### src/hdl/atdr_pkg.sv
// Shared types and constants of the averaged tension deadband regulator.
package atdr_pkg;

   // Request mode codes
   localparam logic [1:0] MODE_SAMPLE = 2'd0;
   localparam logic [1:0] MODE_START  = 2'd1;
   localparam logic [1:0] MODE_STOP   = 2'd2;

   // Register indexes on the control port
   localparam int         CSR_IDX_W      = 3;
   localparam int         CSR_DATA_W     = 24;
   localparam logic [2:0] CSR_TARGET     = 3'd0;
   localparam logic [2:0] CSR_DEADBAND   = 3'd1;
   localparam logic [2:0] CSR_STEP       = 3'd2;
   localparam logic [2:0] CSR_BRAKE_MIN  = 3'd3;
   localparam logic [2:0] CSR_BRAKE_MAX  = 3'd4;
   localparam logic [2:0] CSR_FEEDER     = 3'd5;

   // Register reset values
   localparam logic signed [23:0] TARGET_RESET    = -24'sd1001000;
   localparam logic [19:0]        DEADBAND_RESET  = 20'd100;
   localparam logic [9:0]         STEP_RESET      = 10'd10;
   localparam logic [15:0]        BRAKE_MIN_RESET = 16'd2000;
   localparam logic [15:0]        BRAKE_MAX_RESET = 16'd14000;
   localparam logic [15:0]        FEEDER_RESET    = 16'(1000000 / 100);

   // Brake period after reset (75 steps per second)
   localparam logic [15:0] BRAKE_PERIOD_RESET = 16'(1000000 / 75);

   // Smallest period a step generator accepts
   localparam logic [15:0] PERIOD_FLOOR = 16'd2;

   // Raw counts per gram
   localparam int GRAMS_DIV = 1700;

   typedef struct packed {
      logic signed [23:0] target;
      logic [19:0]        deadband;
      logic [9:0]         step;
      logic [15:0]        brake_min;
      logic [15:0]        brake_max;
      logic [15:0]        feeder;
   } cfg_type;

   // Averaging results of one request
   typedef struct packed {
      logic               done;
      logic signed [23:0] mean;
      logic [12:0]        grams;
   } avg_type;

   // Brake regulator state after one request
   typedef struct packed {
      logic [15:0] period;
      logic        running;
   } brk_type;

   typedef struct packed {
      logic [15:0]        brake_period;
      logic [14:0]        brake_compare;
      logic [15:0]        feeder_period_out;
      logic [14:0]        feeder_compare;
      logic signed [23:0] tension_mean;
      logic [12:0]        tension_grams;
      logic               drivers_enabled;
      logic               average_done;
   } rsp_type;

endpackage

### src/hdl/atdr_if.sv


interface atdr_csr_if;
   import atdr_pkg::*;
   logic                  valid;
   logic                  ready;
   logic [CSR_IDX_W-1:0]  index;
   logic [CSR_DATA_W-1:0] data;

   modport source (output valid, output index, output data, input ready);
   modport sink (input valid, input index, input data, output ready);
endinterface

### src/hdl/atdr_csr.sv
// Control registers of the regulator, written through the control channel.
module atdr_csr (
   input  logic              clock,
   input  logic              reset,
   atdr_csr_if.sink          csr,
   output atdr_pkg::cfg_type cfg
);
   import atdr_pkg::*;

   cfg_type cfg_ff;
   cfg_type cfg_in;

   // Writes are always taken
   assign csr.ready = 1'b1;

   // Register decode; unknown indexes are dropped
   always_comb begin
      cfg_in = cfg_ff;
      if (csr.valid) begin
         unique case (csr.index)
            CSR_TARGET:    cfg_in.target    = $signed(csr.data[23:0]);
            CSR_DEADBAND:  cfg_in.deadband  = csr.data[19:0];
            CSR_STEP:      cfg_in.step      = csr.data[9:0];
            CSR_BRAKE_MIN: cfg_in.brake_min = csr.data[15:0];
            CSR_BRAKE_MAX: cfg_in.brake_max = csr.data[15:0];
            CSR_FEEDER:    cfg_in.feeder    = csr.data[15:0];
            default: ;
         endcase
      end
   end

   always_ff @(posedge clock) begin
      if (reset) begin
         cfg_ff.target    <= TARGET_RESET;
         cfg_ff.deadband  <= DEADBAND_RESET;
         cfg_ff.step      <= STEP_RESET;
         cfg_ff.brake_min <= BRAKE_MIN_RESET;
         cfg_ff.brake_max <= BRAKE_MAX_RESET;
         cfg_ff.feeder    <= FEEDER_RESET;
      end else begin
         cfg_ff <= cfg_in;
      end
   end

   assign cfg = cfg_ff;

endmodule

### src/flat_wrapper.sv
// flat-port wrapper written by rule: the top's interface ports become plain ports
module atdr_csr_flat import atdr_pkg::*;
  (clock, reset, cfg, csr_valid, csr_index, csr_data, csr_ready);
  atdr_csr_if csr_i ();
  input  logic clock;
  input  logic reset;
  output atdr_pkg::cfg_type cfg;
  input wire logic [$bits(csr_i.valid)-1:0] csr_valid;
  input wire logic [$bits(csr_i.index)-1:0] csr_index;
  input wire logic [$bits(csr_i.data)-1:0] csr_data;
  output wire logic [$bits(csr_i.ready)-1:0] csr_ready;
  assign csr_i.valid = csr_valid;
  assign csr_i.index = csr_index;
  assign csr_i.data = csr_data;
  assign csr_ready = csr_i.ready;
  atdr_csr u_core (.clock(clock), .reset(reset), .csr(csr_i), .cfg(cfg));
endmodule
### config.mk
export PLATFORM = sky130hd
export DESIGN_NAME = atdr_csr_flat
export DESIGN_NICKNAME = d
export VERILOG_FILES = /design/src/hdl/atdr_pkg.sv /design/src/hdl/atdr_if.sv /design/src/hdl/atdr_csr.sv /design/src/flat_wrapper.sv
export SDC_FILE = /design/constraint.sdc
export NUM_CORES = 1
export LEC_CHECK = 0
export ABC_CLOCK_PERIOD_IN_PS = 1200
export BUFFER_PORTS_ARGS = -buffer_cell sky130_fd_sc_hd__buf_2
export CORE_MARGIN = 1
export CORE_UTILIZATION = 45
export DETAILED_ROUTE_END_ITERATION = 12
export MAX_ROUTING_LAYER = met4
export PLACE_DENSITY = 0.8
export SLEW_MARGIN = 20
export SYNTH_ARGS = -nofsm -noshare
export SYNTH_HDL_FRONTEND = slang
export SYNTH_SLANG_ARGS = --single-unit
### constraint.sdc
create_clock -name clock -period 1.2 [get_ports clock]
set_input_delay 0.24 -clock clock [delete_from_list [all_inputs] [get_ports clock]]
set_output_delay 0.24 -clock clock [all_outputs]
set_load 0.01 [all_outputs]
==> impl_metrics.tcl <==
set metrics [dict create \
    holdWs_ns 0.147 \
    power.density_nw_per_um2 1210 \
    synth_common_cells "dfxtp_1, mux2i_1, nand2b_1" \
    grt_max_degree 38 \
    fin_crit_sh 0.928 \
    cp_max_fo 2 \
    vias_per_cell 4.90 \
    grt_pass1_vias 3114 \
    portBuffers 131 \
    detail-route-antenna-nets 0 \
    worst-path-buf-inv 1 \
    met3_usage 0.0353 \
    synth_top_area_share 0.498 \
    postSynth.asyncResetShare 0 \
    routabilityCongestion 0.787 \
    crit_path_start_kind "register" \
    fillers 788 \
    avgSynthCellArea_sq_um 10.5 \
    drtPass1Iterations 4 \
    routedWlPerCell_um 15.2 \
    min_period_ns 1.11 \
    synthDistinctLibCells 16 \
    hp-class "input pin to register" \
    yosysWarningCount 0 \
    drtIter0Drc 69 \
    rsz0062_at_grt "false" \
    synth_edf_count 0 \
    hold_viol_final 0 \
    outcome "completed" \
    fmax_mhz 898 \
    grt_pass1_wl_um 15800 \
    path_delay_family "flip-flops" \
    track_usage 0.216 \
    largest_reg_flops 102 \
    cts_setup_buffers 0 \
    core_sq_um 8760 \
    yosys.area.top_type "dfxtp_1" \
    antenna_found_initial 0 \
    fp.dieW_um 97.5 \
    clk_latency_ns 0.35 \
    seqCellArea_sq_um 2040 \
    synthFlopType "dfxtp_1" \
    areaGrowthSynthToFinish_pct 26.1 \
    initial_core_util 0.468 \
    ys_seq_elements 102 \
    dp_hpwl_um 7230 \
    dr_total_vias 3108 \
    overflow 0 \
    syn_inst 389 \
    cpPeakStageDelay_ns 0.38 \
    cts_made_buffers 9 \
    final_layout_size_suffix_gt1_frac 0.327 \
    setup_viol 0 \
    skew_ns 0 \
    cts_num_sinks 102 \
    cts-root-buf "clkbuf_8" \
    ios 133 \
    fin_nets 552 \
    cp_cell_sequence "buf_2" \
    post-route-cell-area_sq_um 5180 \
    clk_pin_slew_ns 0.09 \
    grt_use_met1 0.281 \
    die-area_sq_um 9510 \
    drv_slew 0 \
    cap_violations 0 \
    multi_input_area_sq_um 1890 \
    syn_nets 419 \
    cp_slowest_cell "dfxtp_1" \
    hold_buffers 0 \
    use_met2 0.338 \
    synth.yosys.seq_area_share 0.498 \
    dp.cells 619 \
    cp.required_ns 0.96 \
    placementRows 34 \
    ctsResizeCount 0 \
    path_class "register to primary output" \
    dpl-instance-area_sq_um 4980 \
    clock_path_buffers 2 \
    worstPathArrival_ns 0.87 \
    worstSetupEndpointType "primary output" \
    peakVddDrop_mv 0.622 \
    syn_area_sq_um 4100 \
    netlist_top_cells_area "dfxtp_1, mux2i_1, nand2b_1, nor2_1, buf_2" \
    diodes 0 \
    die_y_um 97.5 \
    cts_tree "done" \
    routed_wl_um 9670 \
    h-tree-depth 3 \
    power.leakage_nw 2.57 \
    grt.busiest_layer "met2" \
    final_cells 634 \
    drt_drc_violations_left 0 \
]
-- cells in the final DEF, fill, tap and decap left out --
cell type and instances:
and4b_1 1, and4bb_2 2, buf_12 6, buf_2 130, buf_4 19, bufinv_16 1
clkbuf_1 1, clkbuf_8 11, clkinv_2 1, clkinv_4 1, conb_1 1, dfxtp_1 102
mux2i_1 102, nand2b_1 86, nand4b_1 2, nand4bb_1 3, nor2_1 54, nor4b_2 1
nor4bb_1 1, or4b_1 1
-- final timing paths --
check / startpoint / endpoint / slack [ns] / depth (start not counted)
max: u_core.cfg[3] / cfg[3] / 0.09 / 1
min: csr_data[23] / u_core.cfg[101] / 0.15 / 3
max reg2reg: u_core.cfg[13] / u_core.cfg[13] / 0.57 / 2
min reg2reg: u_core.cfg[69] / u_core.cfg[69] / 0.48 / 2
-- routing by layer --
layer	part of all wire	routed length, um	vias up
li1	-	-	1540
met1	0.48	4610	1465
met2	0.47	4540	93
met3	0.039	379	10
met4	0.014	138	0
met5	0	0	-
-- where the power goes --
part           total, mW  leakage (nW)  internal [mW]  switching, mW
clock network       2.17         0.102           1.07           1.10
logic              0.586          1.64          0.279          0.307
registers           3.50         0.827           3.46         0.0391
-- area by class of cell --
class                      count  share of cell area
tap                          108              0.0261
clock inverter                 3             0.00846
sequential                   102               0.394
timing repair buffer         155               0.176
multi-input combinational    254               0.365
clock buffer                  12              0.0300
-- kinds of logic after synthesis --
group / count (synthesis) / synth area share
other cells: 1 / 0.000914
flops: 102 / 0.498
simple gates: 151 / 0.209
mux: 102 / 0.249
buf+inv: 33 / 0.0442
-- stage by stage --
stage	power, mW	setup TNS (ns)	utilization	worst slack [ns]
after floorplan	3.92	-0.682	-	-0.0529
after global placement	4.15	-3.00	0.568	-0.131
after detailed placement	4.16	-3.87	0.568	-0.166
after CTS	6.32	0	0.591	0.0791
after global routing	6.51	0	0.591	0.0421
final	6.26	0	0.591	0.0864
Power figures use the tool's default switching activity.
