### config.mk
export PLATFORM = sky130hd
export DESIGN_NAME = atdr_brake
export DESIGN_NICKNAME = d
export VERILOG_FILES = /design/src/hdl/atdr_pkg.sv /design/src/hdl/atdr_brake.sv
export SDC_FILE = /design/constraint.sdc
export NUM_CORES = 1
export LEC_CHECK = 0
export ABC_AREA = 1
export ABC_CLOCK_PERIOD_IN_PS = 9200
export BUFFER_PORTS_ARGS = -buffer_cell sky130_fd_sc_hd__buf_2
export CORE_ASPECT_RATIO = 1.2
export CORE_MARGIN = 1
export CORE_UTILIZATION = 45
export CTS_CLUSTER_DIAMETER = 50
export CTS_CLUSTER_SIZE = 40
export DETAILED_ROUTE_END_ITERATION = 10
export MAX_ROUTING_LAYER = met4
export PLACE_DENSITY = 0.67
export SLEW_MARGIN = 40
export SYNTH_ARGS = -nofsm -noshare
export SYNTH_HDL_FRONTEND = slang
export SYNTH_SLANG_ARGS = --single-unit
### constraint.sdc
create_clock -name clock -period 9.2 [get_ports clock]
set_input_delay 0.46 -clock clock [delete_from_list [all_inputs] [get_ports clock]]
set_output_delay 0.46 -clock clock [all_outputs]
set_load 0.02 [all_outputs]
### src/hdl/atdr_pkg.sv
// Shared types and constants of the averaged tension deadband regulator.
package atdr_pkg;

   // Request mode codes
   localparam logic [1:0] MODE_SAMPLE = 2'd0;
   localparam logic [1:0] MODE_START  = 2'd1;
   localparam logic [1:0] MODE_STOP   = 2'd2;

   // Register indexes on the control port
   localparam int         CSR_IDX_W      = 3;
   localparam int         CSR_DATA_W     = 24;
   localparam logic [2:0] CSR_TARGET     = 3'd0;
   localparam logic [2:0] CSR_DEADBAND   = 3'd1;
   localparam logic [2:0] CSR_STEP       = 3'd2;
   localparam logic [2:0] CSR_BRAKE_MIN  = 3'd3;
   localparam logic [2:0] CSR_BRAKE_MAX  = 3'd4;
   localparam logic [2:0] CSR_FEEDER     = 3'd5;

   // Register reset values
   localparam logic signed [23:0] TARGET_RESET    = -24'sd1001000;
   localparam logic [19:0]        DEADBAND_RESET  = 20'd100;
   localparam logic [9:0]         STEP_RESET      = 10'd10;
   localparam logic [15:0]        BRAKE_MIN_RESET = 16'd2000;
   localparam logic [15:0]        BRAKE_MAX_RESET = 16'd14000;
   localparam logic [15:0]        FEEDER_RESET    = 16'(1000000 / 100);

   // Brake period after reset (75 steps per second)
   localparam logic [15:0] BRAKE_PERIOD_RESET = 16'(1000000 / 75);

   // Smallest period a step generator accepts
   localparam logic [15:0] PERIOD_FLOOR = 16'd2;

   // Raw counts per gram
   localparam int GRAMS_DIV = 1700;

   typedef struct packed {
      logic signed [23:0] target;
      logic [19:0]        deadband;
      logic [9:0]         step;
      logic [15:0]        brake_min;
      logic [15:0]        brake_max;
      logic [15:0]        feeder;
   } cfg_type;

   // Averaging results of one request
   typedef struct packed {
      logic               done;
      logic signed [23:0] mean;
      logic [12:0]        grams;
   } avg_type;

   // Brake regulator state after one request
   typedef struct packed {
      logic [15:0] period;
      logic        running;
   } brk_type;

   typedef struct packed {
      logic [15:0]        brake_period;
      logic [14:0]        brake_compare;
      logic [15:0]        feeder_period_out;
      logic [14:0]        feeder_compare;
      logic signed [23:0] tension_mean;
      logic [12:0]        tension_grams;
      logic               drivers_enabled;
      logic               average_done;
   } rsp_type;

endpackage

### src/hdl/atdr_brake.sv
// Brake period regulator with deadband, clamping and run control.
module atdr_brake (
   input  logic              clock,
   input  logic              reset,
   input  logic              step,
   input  logic [1:0]        mode,
   input  atdr_pkg::avg_type avg,
   input  atdr_pkg::cfg_type cfg,
   output atdr_pkg::brk_type brk
);
   import atdr_pkg::*;

   logic [15:0]        period_ff, period_in;
   logic               running_ff, running_in;
   logic signed [24:0] err, band;
   logic signed [17:0] p_dec, p_inc;

   // Clamp to the limits, minimum tested first, then floor at two
   function automatic logic [15:0] clamp_period(input logic signed [17:0] x,
                                                input logic [15:0] lo,
                                                input logic [15:0] hi);
      logic [15:0] r;
      if (x < $signed({2'b00, lo})) begin
         r = lo;
      end else if (x > $signed({2'b00, hi})) begin
         r = hi;
      end else begin
         r = x[15:0];
      end
      if (r < PERIOD_FLOOR) begin
         r = PERIOD_FLOOR;
      end
      return r;
   endfunction

   assign err   = 25'(cfg.target) - 25'(avg.mean);
   assign band  = $signed({5'b00000, cfg.deadband});
   assign p_dec = $signed({2'b00, period_ff}) - $signed({8'b0, cfg.step});
   assign p_inc = $signed({2'b00, period_ff}) + $signed({8'b0, cfg.step});

   // Next regulator state
   always_comb begin
      period_in  = period_ff;
      running_in = running_ff;
      if (step) begin
         case (mode)
            MODE_SAMPLE: begin
               if (avg.done && running_ff) begin
                  if (err > band) begin
                     period_in = clamp_period(p_dec, cfg.brake_min, cfg.brake_max);
                  end else if (err < -band) begin
                     period_in = clamp_period(p_inc, cfg.brake_min, cfg.brake_max);
                  end else if (period_ff < PERIOD_FLOOR) begin
                     period_in = PERIOD_FLOOR;
                  end
               end
            end
            MODE_START: begin
               if (!running_ff) begin
                  if (period_ff < PERIOD_FLOOR) begin
                     period_in = PERIOD_FLOOR;
                  end
                  running_in = 1'b1;
               end
            end
            MODE_STOP: begin
               running_in = 1'b0;
            end
            default: ;
         endcase
      end
   end

   always_ff @(posedge clock) begin
      if (reset) begin
         period_ff  <= BRAKE_PERIOD_RESET;
         running_ff <= 1'b0;
      end else begin
         period_ff  <= period_in;
         running_ff <= running_in;
      end
   end

   assign brk.period  = period_in;
   assign brk.running = running_in;

endmodule

==> results of run 1 <==
## cell families (layout without fill, tap and decap cells)
| group | count (synthesis) | in the layout | synth area share |
|---|---|---|---|
| DFF | 17 | 17 | 0.04344 |
| and+or+nand+nor | 619 | 619 | 0.3444 |
| adders and majority gates | 156 | 156 | 0.2520 |
| other | 0 | 1 | 0 |
| xor gates and xnor gates | 56 | 56 | 0.06261 |
| AOI/OAI and AO/OA | 235 | 235 | 0.1682 |
| buffers and inverters | 245 | 348 | 0.1294 |
## per-layer routing
layer,track usage,wire [um],vias to the layer above
li1,-,-,4574
met1,0.3067,10080,3897
met2,0.4930,11730,271
met3,0.03203,1311,48
met4,0.1171,1124,0
met5,-,0,-
## Yosys cell counts, drive strengths merged, types with 2 or more instances
cell and instances:
a211oi 8, a21o 2, a21oi 113, a31oi 4, buf 21, clkbuf 12, dfxtp 17, fa 3
ha 153, inv 211, nand2 392, nand3 89, nand3b 4, nand4 28, nor2 80, nor3 16
nor4 7, o211ai 7, o21a 4, o21ai 77, o21bai 4, o221ai 2, o22ai 10, or2 2
xnor2 8, xor2 48
## report_power, final
part | switching [uW] | internal [uW] | total, uW | leakage, uW
combinational | 353 | 200 | 553 | 0.00481
sequential | 6.09 | 76.6 | 82.7 | 0.000138
clock | 27.6 | 58.8 | 86.4 | 0.0000382
## layout make-up
cell class / instances / area, um^2 / share of cell area
diodes: 1 / 2.502 / 0.0002898
clock buffers: 4 / 78.83 / 0.009129
well taps: 216 / 270.3 / 0.03130
multi-input cells: 1066 / 6484 / 0.7509
repair buffers: 132 / 660.6 / 0.07651
inverters: 212 / 798.3 / 0.09245
flip-flops and latches: 17 / 340.3 / 0.03941
## layout by cell type, fill, tap and decap left out, types with 5 or more instances in the layout
cell type  instances
a21oi_2            5
dfxtp_1           17
xnor2_1            8
nor2_1            79
nand4_1           28
ha_1             153
nor4_1             5
o211ai_1           7
nand2_2           10
inv_1            204
inv_2              6
nand2_1          377
o21ai_0           67
o21ai_1            9
o22ai_1           10
nor3_1            16
a211oi_1           8
buf_2            132
nand3_1           84
xor2_1            48
a21oi_1          107
## stage by stage
step | setup slack (ps) | cell area [um^2] | total power (uW)
floorplan | 4332 | 7834 | 488.5
global placement | 3064 | 8549 | 622.2
CTS | 3016 | 8632 | 722.0
global route | 2247 | 8632 | 803.7
detailed placement | 3039 | 8553 | 631.1
finish | 3027 | 8635 | 722.0
## flip-flops by register name (all words and copies together) (netlist names)
name	cells
period_ff	16
running_ff	1
## worst max-delay path, delay by kind of cell
family	cells	cell delay (ps)
buffers and inverters	4	690
xor gates and xnor gates	1	180
AOI/OAI and AO/OA	13	2490
adders and majority gates	2	620
and+or+nand+nor	10	1260
## final timing paths
kind	start	end	slack [ps]
setup reg to reg	period_ff[0]$_SDFF_PP1_	period_ff[0]$_SDFF_PP1_	3950
hold reg to reg	period_ff[14]$_SDFF_PP0_	period_ff[14]$_SDFF_PP0_	550
setup / recovery	avg[15]	brk[11]	3030
hold / removal	reset	period_ff[1]$_SDFF_PP0_	530
==> reports/results.ini, run 1 <==
[worst_setup_path]
slowest_delay_ps = 400
crit_top_cell = nand2_1
crit_path_top_delay_cell = inv_1
arrival_ps = 5710
crit_type = input port to primary output
start_kind = input port
reg2reg_depth = 38
worstSetupEndpointType = primary output
crit_fanout = 20
cp.required_ps = 8740

[yosys]
synth_edf_count = 0
ys_ff_latch = 17
synth-main-ff-cell = dfxtp_1
yosys_warnings = 0
postSynthNetCount = 1629
ys_types = 50
netlist_top_cells_area = ha_1 24%, nand2_1 18%, inv_1 9.8%
yosys.area.top_type = ha_1
syn-cell-area_um2 = 7834
async_reset_ff_frac = 0
synth.yosys.seq_area_share = 0.04344
synthDominantCellAreaShare = 0.2444
synth.avg_cell_area_um2 = 5.899
netlist_instances = 1328

[clock_network]
ctsHoldBuffers = 0
clk_pin_slew_ps = 50
cts_tree = yes
htreeDepth = 1
cts-root-buf = clkbuf_16
post_cts_buffers = 0
cts_sinks = 17
cts_buffers = 3
clockBufferDepth = 2
cts_resized = 0
insertion_delay_ps = 250

[finish]
drive_above_1_share = 0.1216
layout.nets = 1733
final_cells = 1648
final_core_util = 0.5085
fill_cells = 1849
area_delta_synth_final_pct = 10.22

[pwr]
p_leak_uw = 0.004986
power_density_nw_per_um2 = 83.61
ir_worst_vdd_mv = 0.04846

[sta]
skew_ps = 1.460
rsz0062_at_grt = no
slew_headroom = 0.5803
min_period_over_period = 0.6710
finalHoldViolCount = 0
setup_tns_ps = 0
holdWs_ps = 528.9
maxSlewViolCount = 0
fmax_mhz = 162.0
worst_pin_slew_ps = 626.8
period_needed_ps = 6173
setup_violations = 0

[grt]
antenna_found_initial = 0
grt_pass1_vias = 8377
grt_use_total = 0.2774
overflow = 0
grt_first_pass_wirelength_um = 38920
grt_max_degree = 23

[drt]
first_pass_iters = 7
wl_per_cell_um = 14.72
wl_um = 24250
ant_nets = 0
drc = 0
dr_total_vias = 8790
drt-initial-drc-count = 458
vias_per_cell = 5.334

[floorplan]
die-area_um2 = 17940
core-area_um2 = 16980
fp.dieW_um = 122.4
die_h_um = 146.5
start_util = 0.4613
row_count = 52
ios = 162

[job]
drv_cap = 0

[placed_design]
portBuffers = 132
dp_hpwl_um = 21040
gp_congestion = 0.9516
dp.cells = 1643

[status]
status = finished clean

[hold_path]
hp-class = input port to flop
hold_depth = 2

Note: power is estimated with default switching activity, not from simulation.
==> run 2: changes to the inputs <==
ABC_CLOCK_PERIOD_IN_PS = 4900   (was 9200)
PLACE_DENSITY = 0.69   (was 0.67)
clock period = 4.9 ns   (was 9.2 ns; I/O delays follow)
==> run 2 against run 1 <==
  * Final cell count increased by 6.6%
  * Power increased by 120%
  * Non-clock buffer count increased by 107
  * Core utilization increased by 9.7 points
  * Largest cell class unchanged
  * Sequential power increased by 85%
  * Via count increased by 7.3%
  * First-iteration DRC count increased by 16%
  * Global-route usage increased by 1.2 points
  * Combinational power increased by 140%
  * Clock-buffer cell count decreased by 1
  * The flow now finishes with violations (negative setup slack)
==> reports/results.ini, run 2 (synthesized netlist as in run 1, its figures left out) <==
[status]
status = finished with violations
violations = negative setup slack

[grt]
grt_pass1_vias = 8730
grt_first_pass_wirelength_um = 40310
grt_use_total = 0.2895
antenna_found_initial = 0
overflow = 0
grt_max_degree = 23

[sta]
period_needed_ps = 4918
worst_pin_slew_ps = 642.3
maxSlewViolCount = 0
fmax_mhz = 203.3
holdWs_ps = 329.0
rsz0062_at_grt = yes
min_period_over_period = 1.004
skew_ps = 1.508
finalHoldViolCount = 0
finalWorstSetupSlack_ps = -17.95
setup_violations = 1
slew_headroom = 0.5713

[finish]
area_delta_synth_final_pct = 31.35
layout.nets = 1843
top_register = period_ff
final_cell_mix = 347 x nand2_1, 195 x inv_1, 140 x ha_1
n_antenna_cell = 0
reg_top3 = period_ff (16), running_ff (1)
fin_area_um2 = 10290
layout_commonest_cell = nand2_1
largest_reg_flops = 16
drive_above_1_share = 0.2654
fill_cells = 1658

[clock_network]
clk_pin_slew_ps = 50
cts_sinks = 17
insertion_delay_ps = 250
htreeDepth = 1
cts-root-buf = clkbuf_16
clockBufferDepth = 2
ctsHoldBuffers = 0
cts_tree = yes
cts_buffers = 3

[floorplan]
ios = 162
die_h_um = 146.5
core-area_um2 = 16980
row_count = 52
start_util = 0.4613
fp.dieW_um = 122.4
die-area_um2 = 17940

[worst_setup_path]
worstSetupEndpointType = primary output
crit_top_cell = nand2_1
crit_fanout = 5
start_kind = flop
slowest_delay_ps = 360
crit_path_top_delay_cell = dfxtp_4
cp.required_ps = 4660
arrival_ps = 4670
crit_type = flop to primary output

[drt]
first_pass_iters = 5
met1Wirelength_um = 10490
wl_per_cell_um = 15.10
ant_nets = 0
wl_um = 26520
vias_per_cell = 5.367
wl_met2_um = 13320
met3_length_um = 1280
drt-initial-drc-count = 530
dr_total_vias = 9430
drc = 0
routed.top_layer = met4

[job]
drv_cap = 0

[pwr]
ir_worst_vdd_mv = 0.09800
power_density_nw_per_um2 = 157.8
finalPower_uw = 1624
p_leak_uw = 0.005675

[placed_design]
portBuffers = 132
gp_congestion = 0.9719
postPlaceCellArea_um2 = 9111
dp_hpwl_um = 21750

[hold_path]
hp-class = input port to flop

[run 2: path summary, 6_finish.rpt]
path                                              start                      end  slack [ps]  depth (start not counted)
worst max-delay path            period_ff[0]$_SDFF_PP1_                   brk[1]         -20                         39
worst min-delay path                              reset  period_ff[1]$_SDFF_PP0_         330                          2
worst max register to register  period_ff[0]$_SDFF_PP1_  period_ff[1]$_SDFF_PP0_         420                         40
worst min register to register  period_ff[1]$_SDFF_PP0_  period_ff[1]$_SDFF_PP0_         550                          2
[run 2: area by class of cell]
type,count,area (um^2),area share
clock buffer,3,75.07,0.007296
clock inverter,1,5.005,0.0004864
inverter,212,820.8,0.07977
multi-input combinational,1068,7129,0.6928
sequential,17,345.3,0.03356
tap,216,270.3,0.02626
timing repair buffer,239,1638,0.1592
timing repair inverter,1,6.256,0.0006080
[run 2: report_power, final]
part	switching [uW]	total (uW)	internal [uW]
registers	9.10	153	144
logic	768	1310	542
clock network	51.6	161	109
total	829	1620	795
[run 2: per-layer routing]
metal / track usage / up-vias
li1: - / 4789
met1: 0.3071 / 4245
met2: 0.5312 / 298
met3: 0.02773 / 98
met4: 0.1280 / 0
met5: - / -
[run 2: repair_timing]
item,CTS,global route
buffers inserted,10,24
gates cloned,3,3
gates resized for setup,39,173
endpoints found under the setup margin,7,21
pin swaps,19,59
[run 2: worst max-delay path: cells and delay by family (launching register included)]
kind                       cells  cell delay (ps)
DFF                            1              360
AOI/OAI and AO/OA              5              760
adders and majority gates      3              730
and+or+nand+nor               22             1860
buffers and inverters          9              730
[run 2: through the flow]
step | utilization | instances | setup slack [ps] | setup TNS, ps
floorplan | - | 1328 | 462.1 | 0
global placement | 0.5363 | 1714 | 63.95 | 0
detailed placement | 0.5365 | 1714 | 16.87 | 0
CTS | 0.5582 | 1731 | 2.390 | 0
global route | 0.6060 | 1757 | -357.0 | -2152
finish | 0.6060 | 1757 | -17.95 | -17.95
